### src/design/record_deque_with_search_assert.svh
// Assertion macros shared by the record deque design.
`ifndef RECORD_DEQUE_WITH_SEARCH_ASSERT_SVH
`define RECORD_DEQUE_WITH_SEARCH_ASSERT_SVH

// Same-cycle implication under synchronous reset.
`define RDWS_ASSERT_NOW(label, clk, rst, ante, cons) \
label: assert property (@(posedge clk) disable iff (rst) (ante) |-> (cons)) \
   else $error("record deque check failed");

// Next-cycle implication under synchronous reset.
`define RDWS_ASSERT_NEXT(label, clk, rst, ante, cons) \
label: assert property (@(posedge clk) disable iff (rst) (ante) |=> (cons)) \
   else $error("record deque check failed");

`endif

### src/design/rdws_pkg.sv
// Types and constants of the record deque with search.
`timescale 1ns / 1ps
package rdws_pkg;

   localparam int OPCODE_W = 3;
   localparam int ID_W     = 24;
   localparam int GROUP_W  = 4;
   localparam int USAGE_W  = 16;
   localparam int RATE_W   = 16;
   localparam int BILL_W   = 32;
   localparam int POS_W    = 7;
   localparam int STATUS_W = 2;

   localparam logic [RATE_W-1:0] RATE_RESET = 16'd500;

   typedef enum logic [OPCODE_W-1:0] {
      OP_PUSH_FRONT = 3'd0,
      OP_PUSH_BACK  = 3'd1,
      OP_POP_FRONT  = 3'd2,
      OP_POP_BACK   = 3'd3,
      OP_PEEK_FRONT = 3'd4,
      OP_PEEK_BACK  = 3'd5,
      OP_SEARCH     = 3'd6,
      OP_DUMP       = 3'd7
   } opcode_type;

   typedef enum logic [STATUS_W-1:0] {
      ST_OK        = 2'd0,
      ST_EMPTY     = 2'd1,
      ST_NOT_FOUND = 2'd2,
      ST_FULL      = 2'd3
   } status_type;

   typedef enum logic [2:0] {
      S_IDLE   = 3'd0,
      S_DECODE = 3'd1,
      S_FETCH  = 3'd2,
      S_LOAD   = 3'd3,
      S_MUL    = 3'd4,
      S_EMIT   = 3'd5
   } state_type;

   typedef enum logic [1:0] {
      STG_HOLD = 2'd0,
      STG_CMD  = 2'd1,
      STG_RAM  = 2'd2,
      STG_ERR  = 2'd3
   } stage_src_type;

   typedef struct packed {
      logic [ID_W-1:0]    id;
      logic [GROUP_W-1:0] group;
      logic [USAGE_W-1:0] usage;
   } record_type;

   typedef struct packed {
      logic          take_cmd;
      logic          push;
      logic          pop;
      logic          walk_inc;
      stage_src_type stg_src;
      status_type    stg_status;
      logic          stg_last;
      logic          ld_prod;
      logic          ld_out;
   } dp_cmd_type;

   typedef struct packed {
      opcode_type op;
      logic       full;
      logic       empty;
      logic       match;
      logic       walk_end;
      logic       out_free;
      logic       stg_last;
   } dp_stat_type;

endpackage

### src/design/rdws_req_if.sv
// Request channel interface: command items into the deque.
`timescale 1ns / 1ps
interface rdws_req_if;
   import rdws_pkg::*;

   logic                valid;
   logic                ready;
   logic [OPCODE_W-1:0] opcode;
   logic [ID_W-1:0]     customer_id;
   logic [GROUP_W-1:0]  tariff_group;
   logic [USAGE_W-1:0]  usage_amount;
   logic                dump_reverse;

   modport source (
      output valid, opcode, customer_id, tariff_group, usage_amount, dump_reverse,
      input  ready
   );

   modport sink (
      input  valid, opcode, customer_id, tariff_group, usage_amount, dump_reverse,
      output ready
   );
endinterface

### src/design/rdws_rsp_if.sv
// Response channel interface: result items out of the deque.
`timescale 1ns / 1ps
interface rdws_rsp_if;
   import rdws_pkg::*;

   logic                valid;
   logic                ready;
   logic [STATUS_W-1:0] status;
   logic [POS_W-1:0]    position;
   logic [ID_W-1:0]     record_id;
   logic [GROUP_W-1:0]  record_group;
   logic [USAGE_W-1:0]  record_usage;
   logic [BILL_W-1:0]   bill;
   logic                last;

   modport source (
      output valid, status, position, record_id, record_group, record_usage, bill, last,
      input  ready
   );

   modport sink (
      input  valid, status, position, record_id, record_group, record_usage, bill, last,
      output ready
   );
endinterface

### src/design/rdws_ram.sv
// Generic single-port-write, registered-read RAM.
`timescale 1ns / 1ps
module rdws_ram #(
   parameter int WIDTH = 44,
   parameter int DEPTH = 16
) (
   input  logic                     clock,
   input  logic                     wr_en,
   input  logic [$clog2(DEPTH)-1:0] wr_addr,
   input  logic [WIDTH-1:0]         wr_data,
   input  logic [$clog2(DEPTH)-1:0] rd_addr,
   output logic [WIDTH-1:0]         rd_data
);
   logic [WIDTH-1:0] mem_ff [DEPTH];
   logic [WIDTH-1:0] rd_data_ff;

   always_ff @(posedge clock) begin
      if (wr_en) begin
         mem_ff[wr_addr] <= wr_data;
      end
      rd_data_ff <= mem_ff[rd_addr];
   end

   assign rd_data = rd_data_ff;
endmodule

### src/design/rdws_ctrl.sv
// Controller state machine of the record deque.
`timescale 1ns / 1ps
module rdws_ctrl (
   input  logic                 clock,
   input  logic                 reset,
   input  logic                 req_valid,
   output logic                 req_ready,
   input  rdws_pkg::dp_stat_type dp_stat,
   output rdws_pkg::dp_cmd_type  dp_cmd
);
   import rdws_pkg::*;

   state_type state_ff;
   state_type state_in;

   always_ff @(posedge clock) begin
      if (reset) begin
         state_ff <= S_IDLE;
      end else begin
         state_ff <= state_in;
      end
   end

   always_comb begin
      state_in  = state_ff;
      dp_cmd    = '0;
      req_ready = 1'b0;
      unique case (state_ff)
         S_IDLE: begin
            req_ready = 1'b1;
            if (req_valid) begin
               dp_cmd.take_cmd = 1'b1;
               state_in        = S_DECODE;
            end
         end
         S_DECODE: begin
            if (dp_stat.op == OP_PUSH_FRONT || dp_stat.op == OP_PUSH_BACK) begin
               dp_cmd.stg_last = 1'b1;
               if (dp_stat.full) begin
                  dp_cmd.stg_src    = STG_ERR;
                  dp_cmd.stg_status = ST_FULL;
               end else begin
                  dp_cmd.push    = 1'b1;
                  dp_cmd.stg_src = STG_CMD;
               end
               state_in = S_MUL;
            end else if (dp_stat.empty) begin
               dp_cmd.stg_src    = STG_ERR;
               dp_cmd.stg_status = ST_EMPTY;
               dp_cmd.stg_last   = 1'b1;
               state_in          = S_MUL;
            end else begin
               state_in = S_FETCH;
            end
         end
         S_FETCH: begin
            state_in = S_LOAD;
         end
         S_LOAD: begin
            case (dp_stat.op) inside
               OP_POP_FRONT, OP_POP_BACK: begin
                  dp_cmd.pop      = 1'b1;
                  dp_cmd.stg_src  = STG_RAM;
                  dp_cmd.stg_last = 1'b1;
                  state_in        = S_MUL;
               end
               OP_SEARCH: begin
                  if (dp_stat.match) begin
                     dp_cmd.stg_src  = STG_RAM;
                     dp_cmd.stg_last = 1'b1;
                     state_in        = S_MUL;
                  end else if (dp_stat.walk_end) begin
                     dp_cmd.stg_src    = STG_ERR;
                     dp_cmd.stg_status = ST_NOT_FOUND;
                     dp_cmd.stg_last   = 1'b1;
                     state_in          = S_MUL;
                  end else begin
                     dp_cmd.walk_inc = 1'b1;
                     state_in        = S_FETCH;
                  end
               end
               OP_DUMP: begin
                  dp_cmd.stg_src  = STG_RAM;
                  dp_cmd.stg_last = dp_stat.walk_end;
                  state_in        = S_MUL;
               end
               default: begin
                  dp_cmd.stg_src  = STG_RAM;
                  dp_cmd.stg_last = 1'b1;
                  state_in        = S_MUL;
               end
            endcase
         end
         S_MUL: begin
            dp_cmd.ld_prod = 1'b1;
            state_in       = S_EMIT;
         end
         S_EMIT: begin
            if (dp_stat.out_free) begin
               dp_cmd.ld_out = 1'b1;
               if (dp_stat.stg_last) begin
                  state_in = S_IDLE;
               end else begin
                  dp_cmd.walk_inc = 1'b1;
                  state_in        = S_FETCH;
               end
            end
         end
         default: begin
            state_in = S_IDLE;
         end
      endcase
   end
endmodule

### src/design/rdws_datapath.sv
// Datapath of the record deque: ring pointers, entry RAM, bill multiplier, output register.
`timescale 1ns / 1ps
module rdws_datapath #(
   parameter int DEPTH = 16
) (
   input  logic                           clock,
   input  logic                           reset,
   input  logic                           csr_wr_en,
   input  logic [rdws_pkg::RATE_W-1:0]    csr_wr_data,
   input  logic [rdws_pkg::OPCODE_W-1:0]  req_opcode,
   input  logic [rdws_pkg::ID_W-1:0]      req_customer_id,
   input  logic [rdws_pkg::GROUP_W-1:0]   req_tariff_group,
   input  logic [rdws_pkg::USAGE_W-1:0]   req_usage_amount,
   input  logic                           req_dump_reverse,
   input  rdws_pkg::dp_cmd_type           dp_cmd,
   output rdws_pkg::dp_stat_type          dp_stat,
   output logic                           rsp_valid,
   input  logic                           rsp_ready,
   output logic [rdws_pkg::STATUS_W-1:0]  rsp_status,
   output logic [rdws_pkg::POS_W-1:0]     rsp_position,
   output logic [rdws_pkg::ID_W-1:0]      rsp_record_id,
   output logic [rdws_pkg::GROUP_W-1:0]   rsp_record_group,
   output logic [rdws_pkg::USAGE_W-1:0]   rsp_record_usage,
   output logic [rdws_pkg::BILL_W-1:0]    rsp_bill,
   output logic                           rsp_last
);
   import rdws_pkg::*;

   localparam int IW = $clog2(DEPTH);
   localparam int CW = $clog2(DEPTH + 1);
   localparam int SW = CW + 1;

   logic [IW-1:0]      front_ff, front_in;
   logic [CW-1:0]      count_ff, count_in;
   logic [CW-1:0]      walk_ff, walk_in;
   logic [RATE_W-1:0]  rate_ff, rate_in;
   logic               out_valid_ff, out_valid_in;

   opcode_type         op_ff, op_in;
   logic [ID_W-1:0]    id_ff, id_in;
   logic [GROUP_W-1:0] group_ff, group_in;
   logic [USAGE_W-1:0] usage_ff, usage_in;
   logic               rev_ff, rev_in;

   record_type         stg_rec_ff, stg_rec_in;
   logic [POS_W-1:0]   stg_pos_ff, stg_pos_in;
   status_type         stg_status_ff, stg_status_in;
   logic               stg_last_ff, stg_last_in;
   logic [BILL_W-1:0]  prod_ff, prod_in;

   record_type         out_rec_ff, out_rec_in;
   logic [POS_W-1:0]   out_pos_ff, out_pos_in;
   status_type         out_status_ff, out_status_in;
   logic [BILL_W-1:0]  out_bill_ff, out_bill_in;
   logic               out_last_ff, out_last_in;

   logic               back_single;
   logic               back_sel;
   logic [CW-1:0]      walk_off;
   logic [CW-1:0]      walk_next;
   logic [IW-1:0]      rd_slot;
   logic [IW-1:0]      front_dec;
   logic [IW-1:0]      front_inc;
   logic [IW-1:0]      push_slot;
   record_type         push_rec;
   record_type         ram_rd_data;

   function automatic logic [IW-1:0] ring_add(input logic [IW-1:0] base,
                                              input logic [CW-1:0] off);
      logic [SW-1:0] sum;
      sum = SW'(base) + SW'(off);
      if (sum >= SW'(DEPTH)) begin
         sum = sum - SW'(DEPTH);
      end
      return sum[IW-1:0];
   endfunction

   assign back_single = (op_ff == OP_POP_BACK) || (op_ff == OP_PEEK_BACK);
   assign back_sel    = back_single || (op_ff == OP_DUMP && rev_ff);
   assign walk_off    = back_sel ? (count_ff - CW'(1) - walk_ff) : walk_ff;
   assign walk_next   = walk_ff + CW'(1);
   assign rd_slot     = ring_add(front_ff, walk_off);
   assign front_dec   = (front_ff == '0) ? IW'(DEPTH - 1) : front_ff - IW'(1);
   assign front_inc   = ring_add(front_ff, CW'(1));
   assign push_slot   = (op_ff == OP_PUSH_FRONT) ? front_dec : ring_add(front_ff, count_ff);

   always_comb begin
      push_rec.id    = id_ff;
      push_rec.group = group_ff;
      push_rec.usage = usage_ff;
   end

   rdws_ram #(
      .WIDTH ($bits(record_type)),
      .DEPTH (DEPTH)
   ) u_entry_ram (
      .clock   (clock),
      .wr_en   (dp_cmd.push),
      .wr_addr (push_slot),
      .wr_data (push_rec),
      .rd_addr (rd_slot),
      .rd_data (ram_rd_data)
   );

   always_comb begin
      front_in      = front_ff;
      count_in      = count_ff;
      walk_in       = walk_ff;
      rate_in       = csr_wr_en ? csr_wr_data : rate_ff;
      op_in         = op_ff;
      id_in         = id_ff;
      group_in      = group_ff;
      usage_in      = usage_ff;
      rev_in        = rev_ff;
      stg_rec_in    = stg_rec_ff;
      stg_pos_in    = stg_pos_ff;
      stg_status_in = stg_status_ff;
      stg_last_in   = stg_last_ff;
      prod_in       = prod_ff;
      out_rec_in    = out_rec_ff;
      out_pos_in    = out_pos_ff;
      out_status_in = out_status_ff;
      out_bill_in   = out_bill_ff;
      out_last_in   = out_last_ff;
      out_valid_in  = out_valid_ff && !rsp_ready;

      if (dp_cmd.take_cmd) begin
         op_in    = opcode_type'(req_opcode);
         id_in    = req_customer_id;
         group_in = req_tariff_group;
         usage_in = req_usage_amount;
         rev_in   = req_dump_reverse;
         walk_in  = '0;
      end
      if (dp_cmd.walk_inc) begin
         walk_in = walk_next;
      end
      if (dp_cmd.push) begin
         count_in = count_ff + CW'(1);
         if (op_ff == OP_PUSH_FRONT) begin
            front_in = front_dec;
         end
      end
      if (dp_cmd.pop) begin
         count_in = count_ff - CW'(1);
         if (op_ff == OP_POP_FRONT) begin
            front_in = front_inc;
         end
      end

      case (dp_cmd.stg_src)
         STG_CMD: begin
            stg_rec_in = push_rec;
            stg_pos_in = (op_ff == OP_PUSH_FRONT) ? POS_W'(1) : POS_W'(count_ff) + POS_W'(1);
         end
         STG_RAM: begin
            stg_rec_in = ram_rd_data;
            stg_pos_in = back_single ? POS_W'(count_ff) : POS_W'(walk_next);
         end
         STG_ERR: begin
            stg_rec_in = '0;
            stg_pos_in = '0;
         end
         default: begin
         end
      endcase
      if (dp_cmd.stg_src != STG_HOLD) begin
         stg_status_in = dp_cmd.stg_status;
         stg_last_in   = dp_cmd.stg_last;
      end

      if (dp_cmd.ld_prod) begin
         prod_in = BILL_W'(stg_rec_ff.usage) * BILL_W'(rate_ff);
      end

      if (dp_cmd.ld_out) begin
         out_rec_in    = stg_rec_ff;
         out_pos_in    = stg_pos_ff;
         out_status_in = stg_status_ff;
         out_bill_in   = prod_ff;
         out_last_in   = stg_last_ff;
         out_valid_in  = 1'b1;
      end
   end

   always_ff @(posedge clock) begin
      if (reset) begin
         front_ff     <= '0;
         count_ff     <= '0;
         walk_ff      <= '0;
         rate_ff      <= RATE_RESET;
         out_valid_ff <= 1'b0;
      end else begin
         front_ff     <= front_in;
         count_ff     <= count_in;
         walk_ff      <= walk_in;
         rate_ff      <= rate_in;
         out_valid_ff <= out_valid_in;
      end
   end

   always_ff @(posedge clock) begin
      op_ff         <= op_in;
      id_ff         <= id_in;
      group_ff      <= group_in;
      usage_ff      <= usage_in;
      rev_ff        <= rev_in;
      stg_rec_ff    <= stg_rec_in;
      stg_pos_ff    <= stg_pos_in;
      stg_status_ff <= stg_status_in;
      stg_last_ff   <= stg_last_in;
      prod_ff       <= prod_in;
      out_rec_ff    <= out_rec_in;
      out_pos_ff    <= out_pos_in;
      out_status_ff <= out_status_in;
      out_bill_ff   <= out_bill_in;
      out_last_ff   <= out_last_in;
   end

   always_comb begin
      dp_stat.op       = op_ff;
      dp_stat.full     = (count_ff == CW'(DEPTH));
      dp_stat.empty    = (count_ff == '0);
      dp_stat.match    = (ram_rd_data.id == id_ff);
      dp_stat.walk_end = (walk_next == count_ff);
      dp_stat.out_free = !out_valid_ff || rsp_ready;
      dp_stat.stg_last = stg_last_ff;
   end

   assign rsp_valid        = out_valid_ff;
   assign rsp_status       = out_status_ff;
   assign rsp_position     = out_pos_ff;
   assign rsp_record_id    = out_rec_ff.id;
   assign rsp_record_group = out_rec_ff.group;
   assign rsp_record_usage = out_rec_ff.usage;
   assign rsp_bill         = out_bill_ff;
   assign rsp_last         = out_last_ff;
endmodule

### src/design/record_deque_with_search.sv
// Top level of the record deque with search, dump and billing.
//
// Usage: commands enter on req_chan (valid/ready); each command produces one or
// more result items on rsp_chan, the final one flagged by last. Dump produces one
// item per stored record (one empty-status item on an empty deque); every other command produces exactly one item.
// csr_wr_en/csr_wr_data set the rate per unit that multiplies usage into bill.
// Path from acceptance to result valid: push or error results go through DECODE, MUL and EMIT;
// pop/peek go through DECODE, FETCH, LOAD, MUL and EMIT; search repeats FETCH and LOAD per entry
// until a hit or a miss; dump repeats FETCH, LOAD, MUL and EMIT for each record.
// Each record costs an entry RAM read (registered) and a registered multiply
// before it lands in the output register.
// One command is in flight at a time; req_chan.ready is high only between
// commands, including while the last result still sits in the output register.
// Reset empties the deque (front and count cleared), sets the rate to 500 and
// drops any pending result. Entry RAM contents are not cleared.
// A stalled receiver holds the output register; the walk pauses until it drains.
`timescale 1ns / 1ps
`include "record_deque_with_search_assert.svh"
module record_deque_with_search #(
   parameter int DEPTH = 16
) (
   input  logic                        clock,
   input  logic                        reset,
   input  logic                        csr_wr_en,
   input  logic [rdws_pkg::RATE_W-1:0] csr_wr_data,
   rdws_req_if.sink                    req_chan,
   rdws_rsp_if.source                  rsp_chan
);
   import rdws_pkg::*;

   dp_cmd_type  ctl_cmd;
   dp_stat_type ctl_stat;

   rdws_ctrl u_ctrl (
      .clock     (clock),
      .reset     (reset),
      .req_valid (req_chan.valid),
      .req_ready (req_chan.ready),
      .dp_stat   (ctl_stat),
      .dp_cmd    (ctl_cmd)
   );

   rdws_datapath #(
      .DEPTH (DEPTH)
   ) u_datapath (
      .clock            (clock),
      .reset            (reset),
      .csr_wr_en        (csr_wr_en),
      .csr_wr_data      (csr_wr_data),
      .req_opcode       (req_chan.opcode),
      .req_customer_id  (req_chan.customer_id),
      .req_tariff_group (req_chan.tariff_group),
      .req_usage_amount (req_chan.usage_amount),
      .req_dump_reverse (req_chan.dump_reverse),
      .dp_cmd           (ctl_cmd),
      .dp_stat          (ctl_stat),
      .rsp_valid        (rsp_chan.valid),
      .rsp_ready        (rsp_chan.ready),
      .rsp_status       (rsp_chan.status),
      .rsp_position     (rsp_chan.position),
      .rsp_record_id    (rsp_chan.record_id),
      .rsp_record_group (rsp_chan.record_group),
      .rsp_record_usage (rsp_chan.record_usage),
      .rsp_bill         (rsp_chan.bill),
      .rsp_last         (rsp_chan.last)
   );

   `RDWS_ASSERT_NEXT(a_one_cmd_in_flight, clock, reset, req_chan.valid && req_chan.ready, !req_chan.ready)
   `RDWS_ASSERT_NOW(a_no_result_overwrite, clock, reset, ctl_cmd.ld_out, ctl_stat.out_free)
   `RDWS_ASSERT_NOW(a_push_not_full, clock, reset, ctl_cmd.push, !ctl_stat.full)
   `RDWS_ASSERT_NOW(a_pop_not_empty, clock, reset, ctl_cmd.pop, !ctl_stat.empty)
endmodule
### src/flat_wrapper.sv
// flat-port wrapper written by rule: the top's interface ports become plain ports
module record_deque_with_search_flat import rdws_pkg::*;
#(
   parameter int DEPTH = 16
)
  (clock, reset, csr_wr_en, csr_wr_data, req_chan_valid, req_chan_opcode, req_chan_customer_id, req_chan_tariff_group, req_chan_usage_amount, req_chan_dump_reverse, req_chan_ready, rsp_chan_valid, rsp_chan_status, rsp_chan_position, rsp_chan_record_id, rsp_chan_record_group, rsp_chan_record_usage, rsp_chan_bill, rsp_chan_last, rsp_chan_ready);
  rdws_req_if req_chan_i ();
  rdws_rsp_if rsp_chan_i ();
  input  logic clock;
  input  logic reset;
  input  logic csr_wr_en;
  input  logic [rdws_pkg::RATE_W-1:0] csr_wr_data;
  input wire logic [$bits(req_chan_i.valid)-1:0] req_chan_valid;
  input wire logic [$bits(req_chan_i.opcode)-1:0] req_chan_opcode;
  input wire logic [$bits(req_chan_i.customer_id)-1:0] req_chan_customer_id;
  input wire logic [$bits(req_chan_i.tariff_group)-1:0] req_chan_tariff_group;
  input wire logic [$bits(req_chan_i.usage_amount)-1:0] req_chan_usage_amount;
  input wire logic [$bits(req_chan_i.dump_reverse)-1:0] req_chan_dump_reverse;
  output wire logic [$bits(req_chan_i.ready)-1:0] req_chan_ready;
  output wire logic [$bits(rsp_chan_i.valid)-1:0] rsp_chan_valid;
  output wire logic [$bits(rsp_chan_i.status)-1:0] rsp_chan_status;
  output wire logic [$bits(rsp_chan_i.position)-1:0] rsp_chan_position;
  output wire logic [$bits(rsp_chan_i.record_id)-1:0] rsp_chan_record_id;
  output wire logic [$bits(rsp_chan_i.record_group)-1:0] rsp_chan_record_group;
  output wire logic [$bits(rsp_chan_i.record_usage)-1:0] rsp_chan_record_usage;
  output wire logic [$bits(rsp_chan_i.bill)-1:0] rsp_chan_bill;
  output wire logic [$bits(rsp_chan_i.last)-1:0] rsp_chan_last;
  input wire logic [$bits(rsp_chan_i.ready)-1:0] rsp_chan_ready;
  assign req_chan_i.valid = req_chan_valid;
  assign req_chan_i.opcode = req_chan_opcode;
  assign req_chan_i.customer_id = req_chan_customer_id;
  assign req_chan_i.tariff_group = req_chan_tariff_group;
  assign req_chan_i.usage_amount = req_chan_usage_amount;
  assign req_chan_i.dump_reverse = req_chan_dump_reverse;
  assign req_chan_ready = req_chan_i.ready;
  assign rsp_chan_valid = rsp_chan_i.valid;
  assign rsp_chan_status = rsp_chan_i.status;
  assign rsp_chan_position = rsp_chan_i.position;
  assign rsp_chan_record_id = rsp_chan_i.record_id;
  assign rsp_chan_record_group = rsp_chan_i.record_group;
  assign rsp_chan_record_usage = rsp_chan_i.record_usage;
  assign rsp_chan_bill = rsp_chan_i.bill;
  assign rsp_chan_last = rsp_chan_i.last;
  assign rsp_chan_i.ready = rsp_chan_ready;
  record_deque_with_search #(.DEPTH(DEPTH)) u_core (.clock(clock), .reset(reset), .csr_wr_en(csr_wr_en), .csr_wr_data(csr_wr_data), .req_chan(req_chan_i), .rsp_chan(rsp_chan_i));
endmodule
### config.mk
export PLATFORM = sky130hd
export DESIGN_NAME = record_deque_with_search_flat
export DESIGN_NICKNAME = d
export VERILOG_FILES = /design/src/design/rdws_pkg.sv /design/src/design/rdws_req_if.sv /design/src/design/rdws_rsp_if.sv /design/src/design/rdws_ram.sv /design/src/design/rdws_ctrl.sv /design/src/design/rdws_datapath.sv /design/src/design/record_deque_with_search.sv /design/src/flat_wrapper.sv
export VERILOG_INCLUDE_DIRS = /design/src /design/src/design
export SDC_FILE = /design/constraint.sdc
export NUM_CORES = 1
export LEC_CHECK = 0
export BUFFER_PORTS_ARGS = -buffer_cell sky130_fd_sc_hd__buf_2
export CAP_MARGIN = 40
export CORE_AREA = 2 2 356 270
export CTS_BUF_LIST = sky130_fd_sc_hd__clkbuf_8
export DETAILED_ROUTE_END_ITERATION = 7
export DIE_AREA = 0 0 358 272
export PLACE_DENSITY = 0.65
export SYNTH_ARGS = -nofsm -noshare
export SYNTH_HDL_FRONTEND = slang
export SYNTH_HIERARCHICAL = 1
export SYNTH_SLANG_ARGS = --single-unit
export TNS_END_PERCENT = 20
### constraint.sdc
create_clock -name clock -period 17.3 [get_ports clock]
set_input_delay 2.595 -clock clock [delete_from_list [all_inputs] [get_ports clock]]
set_output_delay 2.595 -clock clock [all_outputs]
set_load 0.05 [all_outputs]
==> results.toml <==
[status]
outcome = "finished clean"

[floorplanning]
die_area_um2 = 97380
ios = 157
rows = 98
initial_utilization_pct = 48.45
core_um2 = 94170
die_height_um = 272
die_w_um = 358

[clocking]
numCtsBuffers = 152
clk_latency_ns = 0.84
cts_setup_buffers = 0
cts_hold_buf = 0
htree_levels = 4
clock_path_buffers = 3
path_clk_slew_ns = 0.06
cts_tree = "built"
root_buffer = "clkbuf_8"
clock-sinks = 1000
post_cts_resized = 0

[sta]
period_needed_ns = 6.474
fmax_mhz = 154.5
rsz0062_at_grt = "false"
hold_ws_ns = 0.4065
hold_violations = 0
relSlewSlack_pct = 40.02
setup_viol = 0
period_share_pct = 37.42
skew_ns = 0.03904
tns_ns = 0
worst_slew_pin_slew_ns = 0.8998
final_max_slew_viol_count = 0

[critical_path]
r2r_end = "u_core/u_datapath/prod_ff[31]$_DFFE_PP_"
crit_path_top_delay_cell = "edfxtp_1"
max_stage_delay_ns = 0.92
crit_type = "flip-flop to flip-flop"
required_ns = 17.87
crit_path_start_kind = "flip-flop"
critPathBufInv = 3
crit_family = "adder cells"
critPathMostFrequentCell = "fa_1"
crit_chain = "nand2_1 -> fa_1 -> fa_1 -> inv_1 -> fa_1 -> fa_1 -> fa_1 -> inv_1 -> fa_1 -> inv_1 -> ha_1 -> nand2_1 -> nor2_1 -> nand4_1 -> o21a_1 -> o21ai_1 -> a41oi_2 -> xnor2_1"
r2r_slack_ns = 10.83
arrival_ns = 7.04
cp_max_fo = 17
reg2regPathDepth = 18
end_kind = "flip-flop"
reg2reg_from = "u_core/u_datapath/stg_rec_ff[15]$_DFFE_PP_"

[power]
max-vdd-ir-drop_uv = 322.9
p_leak_nw = 18.91
pwr_density_cell_nw_per_um2 = 161.3
power.total_mw = 8.258

[global_route]
grt_pass1_wl_um = 161700
grt_pass1_vias = 26300
antenna_found_initial = 2
overflow = 0
grt_usage_pct = 22.36
grt_max_degree = 56

[run]
drv_cap = 0

[routing]
wire_per_inst_um = 23.97
dr.pass1.iters = 5
viasPerCell = 5.607
drtIter0Drc = 2663
postRouteAntennaNets = 0
wl_um = 106400
drc = 0
via_count = 24900

[logic_synthesis]
synth_seq_cells = 1000
yosysMostFrequentCell = "edfxtp_1"
synth_edf_count = 922
syn_inst = 2823
synth.area.top_cells = "edfxtp_1 (61%), mux4_2 (8.7%), fa_1 (8.6%), dfxtp_1 (3.4%), ha_1 (3.3%)"
yosysTopAreaCell = "edfxtp_1"
synth_top_area_share_pct = 60.68
yosysUniqueCellTypes = 66
ys_seq_area_share_pct = 64.10
yosysWarnings = 6
syn_nets = 3209
synth-async-reset-ratio_pct = 0
synthFlopType = "edfxtp_1"
synth_commonest_cells = "edfxtp_1 (922), inv_1 (294), nand2_1 (263), fa_1 (197), mux4_2 (176)"
syn_area_um2 = 45630
postSynthAreaPerCell_um2 = 16.16

[worst_hold_path]
min_to = "u_core/u_datapath/rsp_record_id[16]$_DFFE_PP_"
min_path_cells = 0
hp-class = "flip-flop to flip-flop"
hold_start = "u_core/u_datapath/stg_rec_ff[36]$_DFFE_PP_"

[final_layout]
area_growth_pct = 12.21
final_util_pct = 54.37
nFillCells = 7455
finalNonFillerCells = 4441
multiInputGateArea_um2 = 14850
regArea_um2 = 29250
nets = 3450
drive_above_1_share_pct = 19.76

[placed_design]
gp_congestion = 0.8882
dp_cells = 4160
hpwlAfterDp_um = 64320
portBuffers = 155
[per-stage QoR]
step	setup slack (ns)	instance area (um^2)
global route	10.50	51190
floorplan	10.38	45630
CTS	10.89	51190
finish	10.83	51200
global placement	11.04	47790
detailed placement	10.88	48300
[kinds of logic (layout without fill, tap and decap cells)]
| group | Yosys count | count (layout) | share of synthesized area (%) |
|---|---|---|---|
| compound gates | 278 | 278 | 4.037 |
| xor+xnor | 78 | 78 | 1.497 |
| fa+ha+maj | 317 | 317 | 11.93 |
| buf+inv | 420 | 785 | 3.773 |
| flops | 1000 | 1000 | 64.10 |
| mux | 189 | 189 | 8.975 |
| other cells | 1 | 4 | 0.008219 |
| simple gates | 540 | 540 | 5.674 |
[state kept, by name, summed over array words and instances, names as in the netlist, 2 cells and up]
signal                                 flops
u_core/u_ctrl/state_ff                     3
u_core/u_datapath/count_ff                 5
u_core/u_datapath/front_ff                 4
u_core/u_datapath/group_ff                 4
u_core/u_datapath/id_ff                   24
u_core/u_datapath/op_ff                    3
u_core/u_datapath/prod_ff                 32
u_core/u_datapath/rate_ff                 16
u_core/u_datapath/rsp_bill                32
u_core/u_datapath/rsp_position             6
u_core/u_datapath/rsp_record_group         4
u_core/u_datapath/rsp_record_id           24
u_core/u_datapath/rsp_record_usage        16
u_core/u_datapath/rsp_status               2
u_core/u_datapath/stg_pos_ff               6
u_core/u_datapath/stg_rec_ff              44
u_core/u_datapath/stg_status_ff            2
u_core/u_datapath/u_entry_ram/mem_ff     704
u_core/u_datapath/u_entry_ram/rd_data     44
u_core/u_datapath/usage_ff                16
u_core/u_datapath/walk_ff                  5
[per-layer routing]
| layer | share of wire, % | GRT usage [%] | vias up |
|---|---|---|---|
| li1 | - | - | 10790 |
| met1 | 43 | 32.00 | 12980 |
| met2 | 48 | 35.11 | 966 |
| met3 | 7.3 | 4.482 | 166 |
| met4 | 2.0 | 6.265 | 0 |
| met5 | 0 | 0 | - |
[cell usage in the layout (no fill, tap or decap), types with 5 or more instances in the layout]
cell,count
nor2_1,49
clkinv_2,14
xor2_1,35
clkinv_1,33
nor2b_1,11
dfxtp_1,78
ha_1,119
and2_1,126
nand3_1,16
inv_1,346
a22oi_1,91
xnor2_1,43
o21ai_0,63
a211o_1,8
buf_12,9
o21ai_1,5
clkbuf_8,160
nor3_2,5
mux2i_1,12
nor3_1,10
nor4_1,5
a31oi_1,7
mux4_2,176
edfxtp_1,922
nor3b_1,5
nand2_1,263
nand4_1,7
nand2b_1,5
a21oi_1,47
buf_2,158
nor2_4,14
buf_4,35
buf_16,11
a21o_1,14
fa_1,196
[where the power goes]
group          internal (mW)  leakage (nW)  total (mW)  switching, mW
sequential              2.91          9.00        3.02          0.114
combinational           1.35          8.25        3.38           2.02
clock                  0.929          1.66        1.86          0.930
[worst max-delay path by stage]
stage	cells after the start	startpoint	end
2_1_floorplan	3	rsp_chan_ready	u_core/u_datapath/rsp_bill[0]$_DFFE_PP_
3_3_place_gp	18	u_core/u_datapath/stg_rec_ff[15]$_DFFE_PP_	u_core/u_datapath/prod_ff[31]$_DFFE_PP_
3_5_place_dp	18	u_core/u_datapath/stg_rec_ff[15]$_DFFE_PP_	u_core/u_datapath/prod_ff[31]$_DFFE_PP_
4_1_cts	18	u_core/u_datapath/stg_rec_ff[15]$_DFFE_PP_	u_core/u_datapath/prod_ff[31]$_DFFE_PP_
5_1_grt	18	u_core/u_datapath/stg_rec_ff[15]$_DFFE_PP_	u_core/u_datapath/prod_ff[31]$_DFFE_PP_
6_report	18	u_core/u_datapath/stg_rec_ff[15]$_DFFE_PP_	u_core/u_datapath/prod_ff[31]$_DFFE_PP_
[layout make-up]
| cell class | instances | share of cell area [%] |
|---|---|---|
| Inverter | 294 | 2.156 |
| Multi-Input combinational cell | 1403 | 29.00 |
| Tap cell | 1250 | 3.055 |
| Clock inverter | 118 | 1.344 |
| Antenna cell | 3 | 0.01466 |
| Clock buffer | 160 | 4.301 |
| Timing Repair Buffer | 213 | 3.001 |
| Sequential cell | 1000 | 57.13 |
Note: power is estimated with default switching activity, not from simulation.
